### src/rtl/afr_pkg.sv
// shared types and constants of the autorange frequency readout
// no dependencies
`default_nettype none

package afr_pkg;

    localparam int unsigned FreqW = 27;
    localparam int unsigned PerW = 32;
    localparam int unsigned BcdW = 32;
    localparam int unsigned DivStages = FreqW;
    localparam int unsigned BcdStages = FreqW;

    localparam logic [FreqW-1:0] FREQ_MAX = 27'd99999999;
    localparam logic [FreqW-1:0] REF_CLK_RESET = 27'd4000000;
    localparam logic [FreqW-1:0] DIRECT_THR_RESET = 27'd100;
    localparam logic [FreqW-1:0] MHZ_THR_RESET = 27'd100;

    // register indexes
    localparam logic [1:0] REG_REF_CLK = 2'd0;
    localparam logic [1:0] REG_DIRECT_THR = 2'd1;
    localparam logic [1:0] REG_MHZ_THR = 2'd2;

    // one stage of the reciprocal divider
    typedef struct packed {
        logic             valid;
        logic             running;
        logic [FreqW-1:0] count;
        logic             use_count;
        logic [PerW-1:0]  den;
        logic [FreqW-1:0] num;
        logic [PerW-1:0]  rem;
        logic [FreqW-1:0] quo;
    } div_t;

    // one stage of the binary to bcd converter
    typedef struct packed {
        logic             valid;
        logic             mhz;
        logic [FreqW-1:0] bin;
        logic [BcdW-1:0]  bcd;
    } bcd_t;

endpackage

`default_nettype wire

### src/rtl/afr_bcd_cell.sv
// one double dabble cell: shifts one binary bit into the bcd digits
// depends on afr_pkg
`default_nettype none

module afr_bcd_cell (
    input  wire              aclk,
    input  wire              aresetn,
    input  wire              en,
    input  afr_pkg::bcd_t    din,
    output afr_pkg::bcd_t    dout
);
    import afr_pkg::*;

    bcd_t            dout_reg;
    bcd_t            dout_next;
    logic [BcdW-1:0] adj;

    // add three to every digit of five or more, then shift
    always_comb begin
        for (int d = 0; d < BcdW / 4; d++) begin
            adj[4*d +: 4] = (din.bcd[4*d +: 4] >= 4'd5) ? din.bcd[4*d +: 4] + 4'd3
                                                         : din.bcd[4*d +: 4];
        end
        dout_next = din;
        dout_next.bcd = {adj[BcdW-2:0], din.bin[FreqW-1]};
        dout_next.bin = {din.bin[FreqW-2:0], 1'b0};
    end

    always_ff @(posedge aclk) begin
        if (!aresetn) begin
            dout_reg.valid <= 1'b0;
        end else if (en) begin
            dout_reg.valid <= dout_next.valid;
        end
        if (en) begin
            dout_reg.mhz <= dout_next.mhz;
            dout_reg.bin <= dout_next.bin;
            dout_reg.bcd <= dout_next.bcd;
        end
    end

    assign dout = dout_reg;

endmodule

`default_nettype wire

### config.mk
export PLATFORM = sky130hd
export DESIGN_NAME = afr_bcd_cell
export DESIGN_NICKNAME = d
export VERILOG_FILES = /design/src/rtl/afr_pkg.sv /design/src/rtl/afr_bcd_cell.sv
export SDC_FILE = /design/constraint.sdc
export NUM_CORES = 1
export LEC_CHECK = 0
export BUFFER_PORTS_ARGS = -buffer_cell sky130_fd_sc_hd__buf_2
export CAP_MARGIN = 20
export CORE_MARGIN = 2
export CORE_UTILIZATION = 45
export CTS_CLUSTER_DIAMETER = 80
export CTS_CLUSTER_SIZE = 8
export DETAILED_ROUTE_END_ITERATION = 12
export GPL_TIMING_DRIVEN = 1
export PLACE_DENSITY = 0.83
export SLEW_MARGIN = 5
export SYNTH_ARGS = -nofsm -noshare
export SYNTH_HDL_FRONTEND = slang
export SYNTH_SLANG_ARGS = --single-unit
### constraint.sdc
create_clock -name aclk -period 1.5 [get_ports aclk]
set_input_delay 0.375 -clock aclk [delete_from_list [all_inputs] [get_ports aclk]]
set_output_delay 0.375 -clock aclk [all_outputs]
set_load 0.1 [all_outputs]
Word-level counts from Yosys, hierarchy flattened
Index checks and enable logic that the tools add are counted.

word-level totals
  flip-flop bits (word level) = 60
  bits of input ports = 64
  output and inout port bits = 61
  word-level logic and storage cells = 28

operators by class
  add/sub/neg operators = 8
  order comparisons = 8
  muxes and demuxes = 8

operators by type and width
  cell                 count
  $ge 4x3->1 const B   8
  $add 4x2->4 const B  7
  $mux 4               7
  $add 3x2->3 const B  1
  $mux 3               1

Depth between registers and ports, before layout
Gate-level depths: netlist (run 1).

  depth after elaboration = 2
  mapped depth = 5
  gate-level depth less buffers = 5

Least setup slack after synthesis (run 1)
OpenSTA, ideal clock, no wires.

  kind = flip-flop to output port
  start point = register dout_reg, in the netlist dout[60]
  end point = output port dout[60] in the netlist's numbering
  arrival = 924 ps
  required time = 1125 ps
  slack = 201 ps
  cell stages (with the launch flop) = 1
  path buffers = 0
  path through = dfxtp_1

RTL lines
  what                RTL line            source
  start: declaration  afr_bcd_cell.sv:14  bcd_t dout_reg;
  end: declaration    afr_bcd_cell.sv:10  output afr_pkg::bcd_t dout

No word-level cell between the ends.

Worst setup path after layout (run 1)
  start point = register dout_reg, in the netlist dout[26]
  end point = output port dout[26] in the netlist's numbering

No word-level cell between the ends.

==> flow_summary.ini, run 1 <==
[job]
drv_cap = 0

[routing]
ant_nets = 0
drc = 0
vias = 1843
avgViaCountPerCell = 4.61
routed_wl_mm = 4.88
drt_iter0_drc = 39
drt_pass1_iterations = 4
wl_per_cell_um = 12.2

[synthesis]
yosys-top-cells-area = edfxtp_1, ha_1, nand2_1, nand2b_1, mux2i_1
yosysTopAreaCell = edfxtp_1
syn_inst = 188
synth-xor-area-share_pct = 2.68
synthMuxAreaShare_pct = 3.45
synthFlopType = edfxtp_1
synth-simple-area-share_pct = 9.44
synth_seq_cells = 60
seq_area_frac_synth_pct = 68.6
synth_common_cells = edfxtp_1, nand2_1, ha_1, inv_1, nand2b_1
yosysWarnings = 0
synth_top_area_share_pct = 67.9
synth_compound_area_share_pct = 5.37
syn_nets = 268
synth_area_per_cell_sq_um = 13.9
synthAdderAreaFrac_pct = 7.67
synth_edf_count = 59
synth_async_sr_flop_share_pct = 0
syn_area_sq_um = 2610
yosysMostFrequentCell = edfxtp_1
synth_top_family_by_area = simple AND/OR/NAND/NOR gates
synth.distinct_cells = 15

[power]
max-vdd-ir-drop_uv = 632
p_leak_nw = 1.62
power.density_nw_per_um2 = 1380

[critical_path]
cp.depth = 1
cpPeakStageDelay_ns = 0.43
reg2reg_to = dout[60]
critPathSlowestCell = buf_2
crit_path_end_kind = output pin
start_kind = flop
path_delay_family = buffers and inverters
critPathLaunch = dout[26]
crit_arrival_ns = 1.08
crit_path_end = dout[26]
path_class = flop to output pin
cp_data_required_time_ns = 1.12
path_cells = buf_2
reg2reg_depth = 2
critical_path_buf_inv_count = 1
r2r_start = dout[60]
rrSetupSlack_ns = 0.91
cp_max_fo = 1

[global_route]
grt_overflow_total = 0
grt_max_degree = 33
antenna_found_initial = 0
grt_pass1_wl_mm = 7.66
track_usage_pct = 16.0
grt_pass1_vias = 1789

[clock_tree]
postCtsSetupBuffers = 0
clk_pin_slew_worst_paths_ns = 0.07
clkLatencyLatePin_ns = 0.32
cts_root_buffer = clkbuf_8
clock_path_buffers = 2
cts_tree = yes
clock_sink_count = 60
htree_levels = 3
cts_hold_buf = 0
cts_buffers = 9
cts_resized = 0

[die]
die_h_um = 80.2
die_x_um = 80.2
io_pins = 125
start_util_pct = 47.1
coreArea_sq_um = 5540
rows = 27
fp.dieArea_sq_um = 6420

[final_layout]
syn_to_final_growth_pct = 35.3
fin_nets = 403
fin_cells = 400
antenna_cells = 0
drive_gt1_share_pct = 44.5
postLayoutCoreUtil_pct = 63.8
largest_reg_flops = 60
fin_area_sq_um = 3530

[sta]
hold_viol = 0
rsz0062_at_grt = false
max_freq_mhz = 687
finalClockSkew_ns = 0
drv_slew = 0
fin_crit_sh_pct = 97.0
min_period_ns = 1.45
tns_ns = 0
setup_viol = 0

[placed_design]
io_buffer_count = 123
placed_cell_area_sq_um = 3360
gp_congestion = 0.774
dp_hpwl_mm = 3.87
dp.cells = 384

[status]
status = complete, no violations

[worst_hold_path]
hold_path_class = primary input to flop
-- power breakdown --
| group | switching [mW] | total [mW] | leakage, nW | internal (mW) |
|---|---|---|---|---|
| Clock | 0.576 | 1.21 | 0.0872 | 0.638 |
| Combinational | 1.33 | 1.59 | 0.947 | 0.258 |
| Sequential | 0.0347 | 2.06 | 0.584 | 2.02 |
-- stage by stage --
stage	hold WS, ns	worst slack [ns]	power [mW]
finish	0.223	0.0452	4.86
global route	0.204	0.000207	5.05
CTS	0.204	0.0160	4.91
detailed placement	0.502	0.0160	3.69
global placement	0.493	0.101	3.66
floorplan	0.474	0.201	3.37
-- how the worst min path moves through the flow --
stage / depth (start not counted) / startpoint / to / slack (ns)
after floorplan: 0 / din[58] / dout[0] / 0.47
after global placement: 2 / dout[60] / dout[60] / 0.49
after detailed placement: 2 / dout[60] / dout[60] / 0.50
after CTS: 1 / din[41] / dout[42] / 0.20
after global routing: 1 / din[39] / dout[40] / 0.20
final: 1 / din[56] / dout[57] / 0.22
-- cell type report --
class	instances	area (sq um)
fill	455	2010
clock inverter	3	15.0
timing repair buffer	125	676
tap	72	90.1
sequential	60	1790
multi-input combinational	111	751
clock buffer	13	149
inverter	16	60.1
-- routing by layer --
metal	vias up	GRT usage (%)	routed length, um	share of wire (%)
met5	-	0	0	0
met3	8	5.28	419	8.6
met2	78	27.4	2500	51
met4	0	9.15	90	1.8
li1	922	-	-	-
met1	835	17.3	1870	38
-- layout by cell type (no fill, tap or decap) --
master,netlist,routed
mux2i_1,9,9
a21oi_2,8,8
conb_1,1,1
dfxtp_1,1,1
o21ai_0,7,7
clkbuf_1,0,3
nor2_1,8,8
clkbuf_4,0,2
edfxtp_1,59,59
o21ai_1,7,7
buf_2,0,120
inv_1,16,16
ha_1,16,16
clkinv_2,0,3
nor2b_1,1,1
xnor2_1,8,8
nand2b_1,15,15
clkbuf_8,0,10
nand2_1,31,31
buf_12,0,3
-- cells by family after synthesis --
group                    after synthesis
flip-flops                            60
adder cells (fa/ha/maj)               16
buffers and inverters                 17
multiplexers                           9
AO/OA/AOI/OAI                         22
XOR/XNOR                               8
AND/OR/NAND/NOR                       55
other                                  1
No activity file was read; power rests on OpenSTA's default activity.
==> run 2: changes to the inputs <==
--- a/config.mk
+++ b/config.mk
@@ -8,11 +8,13 @@
 export BUFFER_PORTS_ARGS = -buffer_cell sky130_fd_sc_hd__buf_2
 export CAP_MARGIN = 20
+export CELL_PAD_IN_SITES_DETAIL_PLACEMENT = 1
+export CELL_PAD_IN_SITES_GLOBAL_PLACEMENT = 2
 export CORE_MARGIN = 2
-export CORE_UTILIZATION = 45
+export CORE_UTILIZATION = 29
 export CTS_CLUSTER_DIAMETER = 80
 export CTS_CLUSTER_SIZE = 8
 export DETAILED_ROUTE_END_ITERATION = 12
 export GPL_TIMING_DRIVEN = 1
-export PLACE_DENSITY = 0.83
+export PLACE_DENSITY = 0.85
 export SLEW_MARGIN = 5
 export SYNTH_ARGS = -nofsm -noshare
==> constraint.sdc (replaced) <==
create_clock -name aclk -period 1.5 [get_ports aclk]
set_input_delay 0.375 -clock aclk [delete_from_list [all_inputs] [get_ports aclk]]
set_output_delay 0.375 -clock aclk [all_outputs]
set_load 0.02 [all_outputs]
==> run 2 against run 1 <==
Compared with the run above: global-route usage is 3.4 points lower; maximum frequency is 15% higher; core utilization is 23 points lower; count of clock-buffer cells in the layout is 2 lower; die area is 52% higher; wire length is 23% higher; via count is 3.5% higher; combinational power is 57% lower; critical path depth stayed put; clock skew stayed put; clock power is 14% higher.
==> flow_summary.ini, run 2 (synthesis results as in run 1) <==
[status]
status = complete, no violations

[placed_design]
io_buffer_count = 123
dp.cells = 420
placed_cell_area_sq_um = 3390
dp_hpwl_mm = 4.77
gp_congestion = 0.732

[final_layout]
drive_gt1_share_pct = 44.8
antenna_cells = 0
fin_area_sq_um = 3580
regArea_sq_um = 1790
fillers = 996
layout_common_cells = buf_2, edfxtp_1, nand2_1
largest_reg_flops = 60
fin_nets = 403
fin_cells = 436
multi_input_area_sq_um = 751
final_common_cell = buf_2
syn_to_final_growth_pct = 37.1

[power]
power.density_nw_per_um2 = 1150
p_leak_nw = 1.62
switchingPower_mw = 1.09
swShare_pct = 26.4
p_int_mw = 3.03
power_frac_comb_pct = 16.5
pwr-share-seq_pct = 49.9
max-vdd-ir-drop_uv = 381
clkPwrFrac_pct = 33.5

[critical_path]
reg2reg_depth = 2
start_kind = flop
cp_max_fo = 1
rrSetupSlack_ns = 0.90
path_class = flop to output pin
path_delay_family = flip-flops
cp_data_required_time_ns = 1.12
crit_path_end_kind = output pin
path_cells = buf_2
crit_arrival_ns = 0.89
critPathSlowestCell = edfxtp_1
reg2reg_to = dout[60]
cpPeakStageDelay_ns = 0.39
critical_path_buf_inv_count = 1
r2r_start = dout[60]

[global_route]
antenna_found_initial = 0
grt_max_degree = 33
grt_pass1_vias = 1942
grt_pass1_wl_mm = 9.47
track_usage_pct = 12.7
grt_overflow_total = 0

[die]
fp.dieArea_sq_um = 9780
io_pins = 125
coreArea_sq_um = 8720
die_h_um = 98.9
rows = 34
start_util_pct = 29.9
die_x_um = 98.9

[worst_hold_path]
worstHoldPathCells = 1
worstHoldEndpoint = dout[55]
worstHoldStart = din[54]
hold_path_class = primary input to flop

[routing]
drt_iter0_drc = 24
routed_wl_mm = 5.98
drc = 0
vias = 1907
drt_pass1_iterations = 4
avgViaCountPerCell = 4.37
wl_per_cell_um = 13.7
ant_nets = 0

[sta]
max_freq_mhz = 788
whs_ns = 0.218
rsz0062_at_grt = false
min_period_ns = 1.27
setup_viol = 0
tns_ns = 0
drv_slew = 0
fin_crit_sh_pct = 84.6
finalClockSkew_ns = 0
hold_viol = 0

[clock_tree]
htree_levels = 3
clock_path_buffers = 2
cts_root_buffer = clkbuf_8
postCtsSetupBuffers = 0
cts_hold_buf = 0
cts_tree = yes
clock_sink_count = 60
cts_resized = 0
clk_pin_slew_worst_paths_ns = 0.07
clkLatencyLatePin_ns = 0.33
cts_buffers = 9

[job]
drv_cap = 0
## run 2: changes by cell type in the layout (fill, tap and decap cells not counted), sizes merged
cell,delta
clkbuf,-4
buf,+2
bufinv,+1
clkinvlp,+1
## run 2: area by class of cell
| type | count | share of cell area (%) |
|---|---|---|
| Clock inverter | 5 | 1.47 |
| Clock buffer | 11 | 3.67 |
| Multi-Input combinational cell | 111 | 21.0 |
| Sequential cell | 60 | 50.1 |
| Inverter | 16 | 1.68 |
| Tap cell | 108 | 3.78 |
| Timing Repair Buffer | 125 | 18.3 |
## run 2: worst max-delay path by stage
stage                         from        to  slack, ns  cells past startpoint
after floorplan             din[9]  dout[10]       0.25                      5
after global placement      din[5]   dout[6]       0.08                      6
after detailed placement   din[17]  dout[18]       0.02                      6
after CTS                 dout[26]  dout[26]       0.19                      1
after global routing      dout[26]  dout[26]       0.19                      1
final                     dout[26]  dout[26]       0.23                      1
## run 2: stage by stage
step                total power, mW  util, %  worst slack, ns
floorplan                      2.46        -            0.246
global placement               2.76     38.9           0.0780
detailed placement             2.79     38.9           0.0170
CTS                            4.21     41.0            0.185
global route                   4.35     41.0            0.194
finish                         4.12     41.0            0.231
## run 2: layer usage
layer | GRT usage (%) | part of all wire [%]
met1 | 13.6 | 40
met2 | 21.8 | 50
met3 | 4.89 | 8.9
met4 | 6.01 | 1.4
met5 | 0 | 0
## run 2: power groups by stage
stage / sequential (mW) / combinational (mW) / clock [mW]
CTS: 2.06 / 0.696 / 1.45
finish: 2.06 / 0.681 / 1.38
detailed placement: 2.10 / 0.695 / 0
floorplan: 2.30 / 0.155 / 0
global placement: 2.09 / 0.675 / 0
global route: 2.07 / 0.746 / 1.53
