### config.mk
export PLATFORM = sky130hd
export DESIGN_NAME = afr_div_cell
export DESIGN_NICKNAME = d
export VERILOG_FILES = /design/src/rtl/afr_pkg.sv /design/src/rtl/afr_div_cell.sv
export SDC_FILE = /design/constraint.sdc
export NUM_CORES = 1
export LEC_CHECK = 0
export BUFFER_PORTS_ARGS = -buffer_cell sky130_fd_sc_hd__buf_2
export CAP_MARGIN = 15
export CORE_ASPECT_RATIO = 1.5
export CORE_MARGIN = 5
export CORE_UTILIZATION = 43
export CTS_CLUSTER_DIAMETER = 40
export DETAILED_ROUTE_END_ITERATION = 6
export PLACE_DENSITY_LB_ADDON = 0.15
export SETUP_SLACK_MARGIN = 0.05
export SYNTH_ARGS = -nofsm -noshare
export SYNTH_HDL_FRONTEND = slang
export SYNTH_SLANG_ARGS = --single-unit
### constraint.sdc
create_clock -name aclk -period 3.44 [get_ports aclk]
set_input_delay 0.86 -clock aclk [delete_from_list [all_inputs] [get_ports aclk]]
set_output_delay 0.86 -clock aclk [all_outputs]
set_load 0.02 [all_outputs]
### src/rtl/afr_pkg.sv
// shared types and constants of the autorange frequency readout
// no dependencies
`default_nettype none

package afr_pkg;

    localparam int unsigned FreqW = 27;
    localparam int unsigned PerW = 32;
    localparam int unsigned BcdW = 32;
    localparam int unsigned DivStages = FreqW;
    localparam int unsigned BcdStages = FreqW;

    localparam logic [FreqW-1:0] FREQ_MAX = 27'd99999999;
    localparam logic [FreqW-1:0] REF_CLK_RESET = 27'd4000000;
    localparam logic [FreqW-1:0] DIRECT_THR_RESET = 27'd100;
    localparam logic [FreqW-1:0] MHZ_THR_RESET = 27'd100;

    // register indexes
    localparam logic [1:0] REG_REF_CLK = 2'd0;
    localparam logic [1:0] REG_DIRECT_THR = 2'd1;
    localparam logic [1:0] REG_MHZ_THR = 2'd2;

    // one stage of the reciprocal divider
    typedef struct packed {
        logic             valid;
        logic             running;
        logic [FreqW-1:0] count;
        logic             use_count;
        logic [PerW-1:0]  den;
        logic [FreqW-1:0] num;
        logic [PerW-1:0]  rem;
        logic [FreqW-1:0] quo;
    } div_t;

    // one stage of the binary to bcd converter
    typedef struct packed {
        logic             valid;
        logic             mhz;
        logic [FreqW-1:0] bin;
        logic [BcdW-1:0]  bcd;
    } bcd_t;

endpackage

`default_nettype wire

### src/rtl/afr_div_cell.sv
// one restoring division cell: produces one quotient bit per request
// depends on afr_pkg
`default_nettype none

module afr_div_cell (
    input  wire              aclk,
    input  wire              aresetn,
    input  wire              en,
    input  afr_pkg::div_t    din,
    output afr_pkg::div_t    dout
);
    import afr_pkg::*;

    div_t        dout_reg;
    div_t        dout_next;
    logic [PerW:0] rem_sh;
    logic [PerW:0] den_ext;
    logic          ge;

    // trial subtract of the divisor from the shifted remainder
    always_comb begin
        rem_sh = {din.rem, din.num[FreqW-1]};
        den_ext = {1'b0, din.den};
        ge = (rem_sh >= den_ext);
        dout_next = din;
        dout_next.num = {din.num[FreqW-2:0], 1'b0};
        dout_next.rem = ge ? PerW'(rem_sh - den_ext) : rem_sh[PerW-1:0];
        dout_next.quo = {din.quo[FreqW-2:0], ge};
    end

    always_ff @(posedge aclk) begin
        if (!aresetn) begin
            dout_reg.valid <= 1'b0;
        end else if (en) begin
            dout_reg.valid <= dout_next.valid;
        end
        if (en) begin
            dout_reg.running <= dout_next.running;
            dout_reg.count <= dout_next.count;
            dout_reg.use_count <= dout_next.use_count;
            dout_reg.den <= dout_next.den;
            dout_reg.num <= dout_next.num;
            dout_reg.rem <= dout_next.rem;
            dout_reg.quo <= dout_next.quo;
        end
    end

    assign dout = dout_reg;

endmodule

`default_nettype wire

; After elaboration in Yosys (flattened, before gate mapping)
; Index checks and enable logic that the tools add are counted.
[totals]
register_bits = 147
elab_cells = 11
mem_bits_rw = 0
out_inout_bits = 148
latch_bits = 0
in_bits = 151
mem_bits_ro = 0
memories = 0
[classes]
n_mux = 1
order_cmp = 1
n_div = 0
n_shift = 0
n_mul = 0
addsub = 1
n_reduce_logical = 0
bitwise_logic = 0
n_eq_ne = 0
[ops]
columns = cell, n
row1 = $ge A33 B32 Y1, 1
row2 = $mux W32, 1
row3 = $sub A32 B32 Y32, 1

; Depth between registers and ports, before layout
; Gate-level depths: netlist (run 1).
[logic_depth]
depth_word = 2
depth_mapped = 13
depth_no_buf = 12

; Least setup slack after synthesis (run 1)
; No wires, ideal clock.
[synth_timing]
path_kind = input to register
startpoint = input port din[93] (netlist name)
endpoint = register dout_reg, in the netlist dout[40], data pin
setup_ns = 0.262
path_slack_ns = -0.191
arrival_ns = 3.369
n_path_buf = 2
required_ns = 3.178
cell_stages = 12
path_cell_list = inv_1 -> ha_1 -> buf_2 -> nand4_1 -> or4_1 -> a21oi_1 -> nor3_1 -> a211oi_2 -> o21ai_2 -> o31ai_4 -> buf_4 -> mux2_1
[synth_rtl]
columns = element, line
row1 = start: declaration, afr_div_cell.sv:9  ; input afr_pkg::div_t din,
row2 = end: declaration, afr_div_cell.sv:14  ; div_t dout_reg;

==> key figures, run 1 <==
Outcome
  • Outcome: finished, final reports clean

Yosys
  • Post-Syn Area: 6640 um2
  • Area leader, netlist: edfxtp_1
  • Syn avg cell area: 13.4 um2
  • Number of flops mapped to enable cells by yosys: 146
  • Simple-gate share of the synthesized area: 6.92%
  • Cells after synthesis: 494
  • FF+latch count, synth: 147
  • Post-synthesis sequential area ratio: 66.3%
  • Synth Area in Compound Gates: 11.1%
  • Post-synth ARST share: 0%
  • Xor/xnor share of the synthesized area: 3.56%
  • Ys flop type: edfxtp_1
  • Distinct cell type count after synthesis: 49
  • Count leader, synth: edfxtp_1
  • Mux share of post-synthesis cell area: 2.15%
  • Synth Area in Adders: 6.33%
  • Post-Syn Nets: 678
  • Synth area leaders: edfxtp_1 (66%), ha_1 (6.0%), a21oi_1 (4.1%)
  • Post-synth top area share: 66.0%
  • Ys Warns: 0
  • Commonest cells post-synth: edfxtp_1 (146), a21oi_1 (54), inv_1 (38)
  • Largest family of logic cells by synthesized area: compound AO/OA/AOI/OAI gates

STA
  • Achievable frequency: 310 MHz
  • Final WS setup: 212 ps
  • Worst Skew: 0 ps
  • Final Hold Slack: 545 ps
  • Final period util: 93.8%
  • Slew Viols, Final: 0
  • Fin crit period: 3230 ps
  • Worst slew pin tran: 569 ps
  • RSZ-0062 raised after global routing: yes
  • Final setup viols: 0
  • Slew headroom: 62.1%
  • Endpoints failing hold: 0

Worst setup path
  • CP max stage delay: 560 ps
  • CP max-delay cell: or4_1
  • WP data arrival: 3390 ps
  • CP Launch Type: input port
  • R2R depth: 2
  • Crit path max fanout: 9
  • CP cell instances: buf_2 -> inv_12 -> ha_4 -> nand4_1 -> or4_1 -> a21oi_2 -> nor3_2 -> a211oi_2 -> o21ai_2 -> o31ai_4 -> buf_6 -> mux2_2
  • CP required: 3600 ps
  • Worst reg2reg setup slack: 2830 ps
  • Setup CP Type: in2reg
  • Reg2reg end: dout[147]
  • CP endpoint kind: flop
  • R2r startpoint: dout[147]

CTS
  • Worst-Skew Late Latency: 410 ps
  • Clk slew on worst S/H paths: 70 ps
  • Num CTS Buffers: 17
  • CTS Sinks: 147
  • Setup bufs post-CTS: 0
  • Cell at the root of the clock tree: clkbuf_16
  • Clock buffer depth: 2
  • # hold bufs at CTS: 0
  • CTS tree: yes
  • H-tree depth: 4

Route
  • Via density: 4.96
  • Met3 Wirelength: 1.38 mm
  • Met2 wire len: 10.4 mm
  • DRT antenna net count: 0
  • Drt drc: 0
  • Initial DRC Count: 225
  • Wire per inst: 17.9 um
  • DRT Pass-1 Iters: 4
  • M1 WL: 6.79 mm
  • Via count: 5275
  • Drt total wl: 19.0 mm
  • Highest metal used: met5

Worst hold path
  • Hold path cells: 2
  • Hold Path Origin: dout[147]
  • Worst Hold Class: reg2reg
  • Hold endpoint: dout[147]

Final layout
  • Fillers: 1247
  • Footprint of the multi-input gates: 2140 um2
  • P&R area growth vs syn: 43.2%
  • # nets final: 1035
  • Max reg flops: 147
  • Cell Count, Final, Fillers Out: 1064
  • Fin area: 9500 um2
  • Layout cells sized above 1: 48.8%
  • FF/Latch Area: 4400 um2

Global route
  • Total gr overflow: 0
  • Largest net degree at the start of global routing: 61
  • Global-route usage over all layers: 20.8%
  • Global-route wire length before repair: 29.5 mm
  • Initial antenna violation count: 2
  • Number of global-route vias before repair: 5658

Place
  • DP Wirelength: 15.3 mm
  • Gp weighted congestion: 0.909
  • Area after DPL: 8880 um2
  • Placed insts: 1031
  • I/O Buffers: 296
  • Dpl ws: -448 ps

Floorplan
  • Core ar.: 15100 um2
  • Ports: 299
  • Starting Density: 43.9%
  • Die area: 18100 um2
  • Die height: 162 um
  • Placement row count: 55
  • Die Span X: 111 um

Pwr
  • Pint: 3.60 mW
  • Seq pwr share: 43.4%
  • Switching share of power: 29.7%
  • Comb pwr share: 21.5%
  • Clock Power Share: 35.2%
  • Leakage: 4.27 nW
  • PwrDens: 538 nW/um2
  • Max VDD drop: 0.392 mV
  • Switching power: 1.52 mW

Run
  • Max Cap Viol: 0
## worst max path at each step
stage	endpoint	slack [ps]	depth (start not counted)	from
after detailed placement	dout[57]	-450	13	din[85]
after global routing	dout[48]	30	14	din[93]
after global placement	dout[57]	-410	13	din[85]
final	dout[33]	210	12	din[93]
after floorplan	dout[40]	-70	12	din[93]
after CTS	dout[57]	60	13	din[85]
## per-layer routing
layer / GRT usage [%] / up-vias
met5: 0 / -
met4: 6.81 / 2
met3: 5.78 / 28
met2: 39.6 / 192
met1: 21.8 / 2502
li1: - / 2551
## per-stage QoR
step	util (%)	power, mW	TNS [ps]
6_report	62.8	5.12	0
5_1_grt	62.8	5.35	0
4_1_cts	62.6	5.18	0
3_5_place_dp	58.6	3.36	-6540
3_3_place_gp	58.6	3.35	-6420
2_1_floorplan	-	2.89	-306
## cell usage in the layout, fill, tap and decap left out, types with 8 or more instances in the layout
master	synthesis	final
buf_2	8	295
inv_1	38	34
a21o_1	12	12
nand3_1	8	8
nand2_1	27	26
o21ai_0	16	14
buf_4	4	56
xor2_1	11	11
ha_1	32	25
xnor2_1	16	16
clkbuf_16	0	17
nor2_1	36	36
edfxtp_1	146	146
a21oi_1	54	51
## power groups by stage
| stage | registers [mW] | clock network, mW | logic, mW |
|---|---|---|---|
| global placement | 2.25 | 0 | 1.09 |
| detailed placement | 2.26 | 0 | 1.10 |
| floorplan | 2.49 | 0 | 0.404 |
| global route | 2.24 | 1.92 | 1.19 |
| CTS | 2.22 | 1.85 | 1.10 |
| finish | 2.22 | 1.80 | 1.10 |
## kinds of logic after synthesis
family | after synthesis
other | 1
AOI/OAI and AO/OA | 118
xor gates and xnor gates | 27
muxes | 13
DFF | 147
adders and majority gates | 33
and+or+nand+nor | 99
buffers and inverters | 56
## critical path: cells and delay by family
family / cells / cell delay [ps]
and+or+nand+nor: 3 / 760
adders and majority gates: 1 / 250
muxes: 1 / 350
buffers and inverters: 3 / 410
AOI/OAI and AO/OA: 4 / 750
## timing repair
item / in CTS / in global routing
cloned: 0 / 0
resized for setup: 1 / 8
pin swaps: 0 / 2
endpoints found under the hold margin: 0 / 0
endpoints found under the setup margin: 2 / 13
## cell type report
cell class | instances | share of cell area, %
diodes | 1 | 0.0263
clock buffers | 17 | 4.48
clock inverters | 15 | 1.74
inverters | 38 | 1.63
multi-input cells | 291 | 22.5
flip-flops and latches | 147 | 46.3
well taps | 199 | 2.62
repair buffers | 356 | 20.6
No activity file was read; power rests on OpenSTA's default activity.
==> run 2, diff against run 1 <==
--- a/config.mk
+++ b/config.mk
@@ -12,7 +12,7 @@
 export CORE_UTILIZATION = 43
 export CTS_CLUSTER_DIAMETER = 40
 export DETAILED_ROUTE_END_ITERATION = 6
-export PLACE_DENSITY_LB_ADDON = 0.15
+export PLACE_DENSITY = 0.77
 export SETUP_SLACK_MARGIN = 0.05
 export SYNTH_ARGS = -nofsm -noshare
 export SYNTH_HDL_FRONTEND = slang
==> run 2 against run 1 <==
Effect of this change: combinational power about the same; highest routed layer unchanged; hold slack worse by 25 ps; worst setup slack worse by 82 ps; register-to-register slack better by 20 ps; clock power about the same; critical endpoint is now dout[57]; first-iteration DRC count up 61%; global-route usage down 1.2 points; sequential share of layout area up 0.27 points; routed wire length down 2.0%; core utilization down 0.36 points.
==> key figures, run 2 (synthesis results as in run 1) <==
STA
  • Final period util: 96.2% (+2.4 points)
  • Final setup viols: 0 (unchanged)
  • Fin crit period: 3310 ps (+81.7 ps)
  • Final WS setup: 130 ps (-81.7 ps)
  • Slew Viols, Final: 0 (unchanged)
  • RSZ-0062 raised after global routing: no
  • Achievable frequency: 302 MHz (-2.5%)
  • Endpoints failing hold: 0 (unchanged)
  • Worst Skew: 0 ps (unchanged)
  • Total Negative Setup Slacks: 0 ps (unchanged)

Global route
  • Largest net degree at the start of global routing: 55 (-9.8%)
  • Global-route usage over all layers: 19.6% (-1.2 points)
  • Global-route wire length before repair: 27.4 mm (-7.0%)
  • Initial antenna violation count: 3 (+1)
  • Total gr overflow: 0 (unchanged)
  • Number of global-route vias before repair: 5298 (-6.4%)

Place
  • I/O Buffers: 296 (unchanged)
  • Dpl ws: -388 ps (+60.5 ps)
  • Placed insts: 1019 (-1.2%)
  • DP Wirelength: 14.7 mm (-4.2%)
  • Gp weighted congestion: 0.894 (-1.7%)

Route
  • Via density: 5.00 (+0.85%)
  • DRT Pass-1 Iters: 5 (+1)
  • Initial DRC Count: 363 (+61%)
  • Via count: 5270 (-0.095%)
  • Drt total wl: 18.6 mm (-2.0%)
  • Wire per inst: 17.7 um (-1.1%)
  • DRT antenna net count: 0 (unchanged)
  • Drt drc: 0 (unchanged)

CTS
  • CTS tree: yes
  • Cell at the root of the clock tree: clkbuf_16
  • CTS Sinks: 147 (unchanged)
  • # hold bufs at CTS: 0 (unchanged)
  • Worst-Skew Late Latency: 410 ps (about the same)
  • Num CTS Buffers: 17 (unchanged)
  • Clk slew on worst S/H paths: 70 ps (about the same)
  • H-tree depth: 4 (unchanged)
  • Clock buffer depth: 2 (unchanged)

Pwr
  • Max VDD drop: 0.325 mV (-17%)
  • PwrDens: 542 nW/um2 (+0.63%)
  • Leakage: 4.22 nW (-1.1%)
  • Final Power: 5.12 mW (about the same)

Worst setup path
  • Crit path max fanout: 3 (-6)
  • Setup CP Type: in2reg
  • CP max stage delay: 400 ps (-160 ps)
  • WP data arrival: 3480 ps (+90 ps)
  • CP cell instances: buf_2 -> inv_1 -> ha_1 -> fa_2 -> nand2b_4 -> a21oi_4 -> o21ai_2 -> o311a_1 -> a31oi_2 -> a21oi_2 -> o41ai_2 -> xor2_1 -> mux2_4
  • CP Launch Type: input port
  • CP endpoint kind: flop
  • CP max-delay cell: o41ai_2
  • CP required: 3610 ps (about the same)

Floorplan
  • Starting Density: 43.9% (unchanged)
  • Die Span X: 111 um (unchanged)
  • Die area: 18100 um2 (unchanged)
  • Core ar.: 15100 um2 (unchanged)
  • Die height: 162 um (unchanged)
  • Ports: 299 (unchanged)
  • Placement row count: 55 (unchanged)

Worst hold path
  • Worst Hold Class: reg2reg

Run
  • Max Cap Viol: 0 (unchanged)

Final layout
  • P&R area growth vs syn: 42.3%
  • Max reg flops: 147 (unchanged)
  • # nets final: 1024 (-1.1%)
  • Layout cells sized above 1: 48.3% (-0.54 points)
  • Most frequent cells in the layout: buf_2 (295), edfxtp_1 (146), a21oi_1 (51), buf_4 (46), nor2_1 (36)
  • Fin util: 62.4% (-0.36 points)
  • Commonest non-fill, non-tap cell in the layout: buf_2
  • Cell Count, Final, Fillers Out: 1054 (-0.94%)

Outcome
  • Outcome: finished, final reports clean
-- run 2: area by class of cell --
cell class	instances	area (um2)
clock buffers	18	429
repair buffers	345	1880
multi-input cells	291	2150
diodes	2	5.00
clock inverters	14	168
fillers	1228	5690
inverters	38	155
flip-flops and latches	147	4400
well taps	199	249
-- run 2: critical path: cells and delay by family --
| kind | cells | cell delay [ps] |
|---|---|---|
| and+or+nand+nor | 1 | 170 |
| AOI/OAI and AO/OA | 6 | 1360 |
| adders and majority gates | 2 | 590 |
| muxes | 1 | 260 |
| buffers and inverters | 2 | 130 |
| xor gates and xnor gates | 1 | 120 |
-- run 2: final timing paths --
check,startpoint,to,slack [ps],cells past startpoint
max,din[85],dout[57],130,13
min,dout[147],dout[147],520,2
max reg2reg,dout[147],dout[147],2850,2
min reg2reg,dout[147],dout[147],520,2
-- run 2: per-stage QoR --
stage	area, um2	hold slack [ps]
after floorplan	6820	589
after global placement	8800	490
after detailed placement	8800	510
after CTS	9400	526
after global routing	9450	561
final	9450	520
-- run 2: per-layer routing --
layer  routed length (um)  up-vias  GRT usage (%)
li1                     -     2533              -
met1                 6570     2484           20.4
met2                10500      233           38.3
met3                 1330       18           4.96
met4                  206        2           5.59
met5                   13        -              0
-- run 2: power breakdown --
part,switching [mW],internal [mW]
Combinational,0.646,0.442
Clock,0.836,0.978
Sequential,0.0409,2.18
-- run 2: repair_timing --
action	in CTS	in global routing
setup buffers	0	1
setup endpoints to repair	0	13
resized for setup	0	9
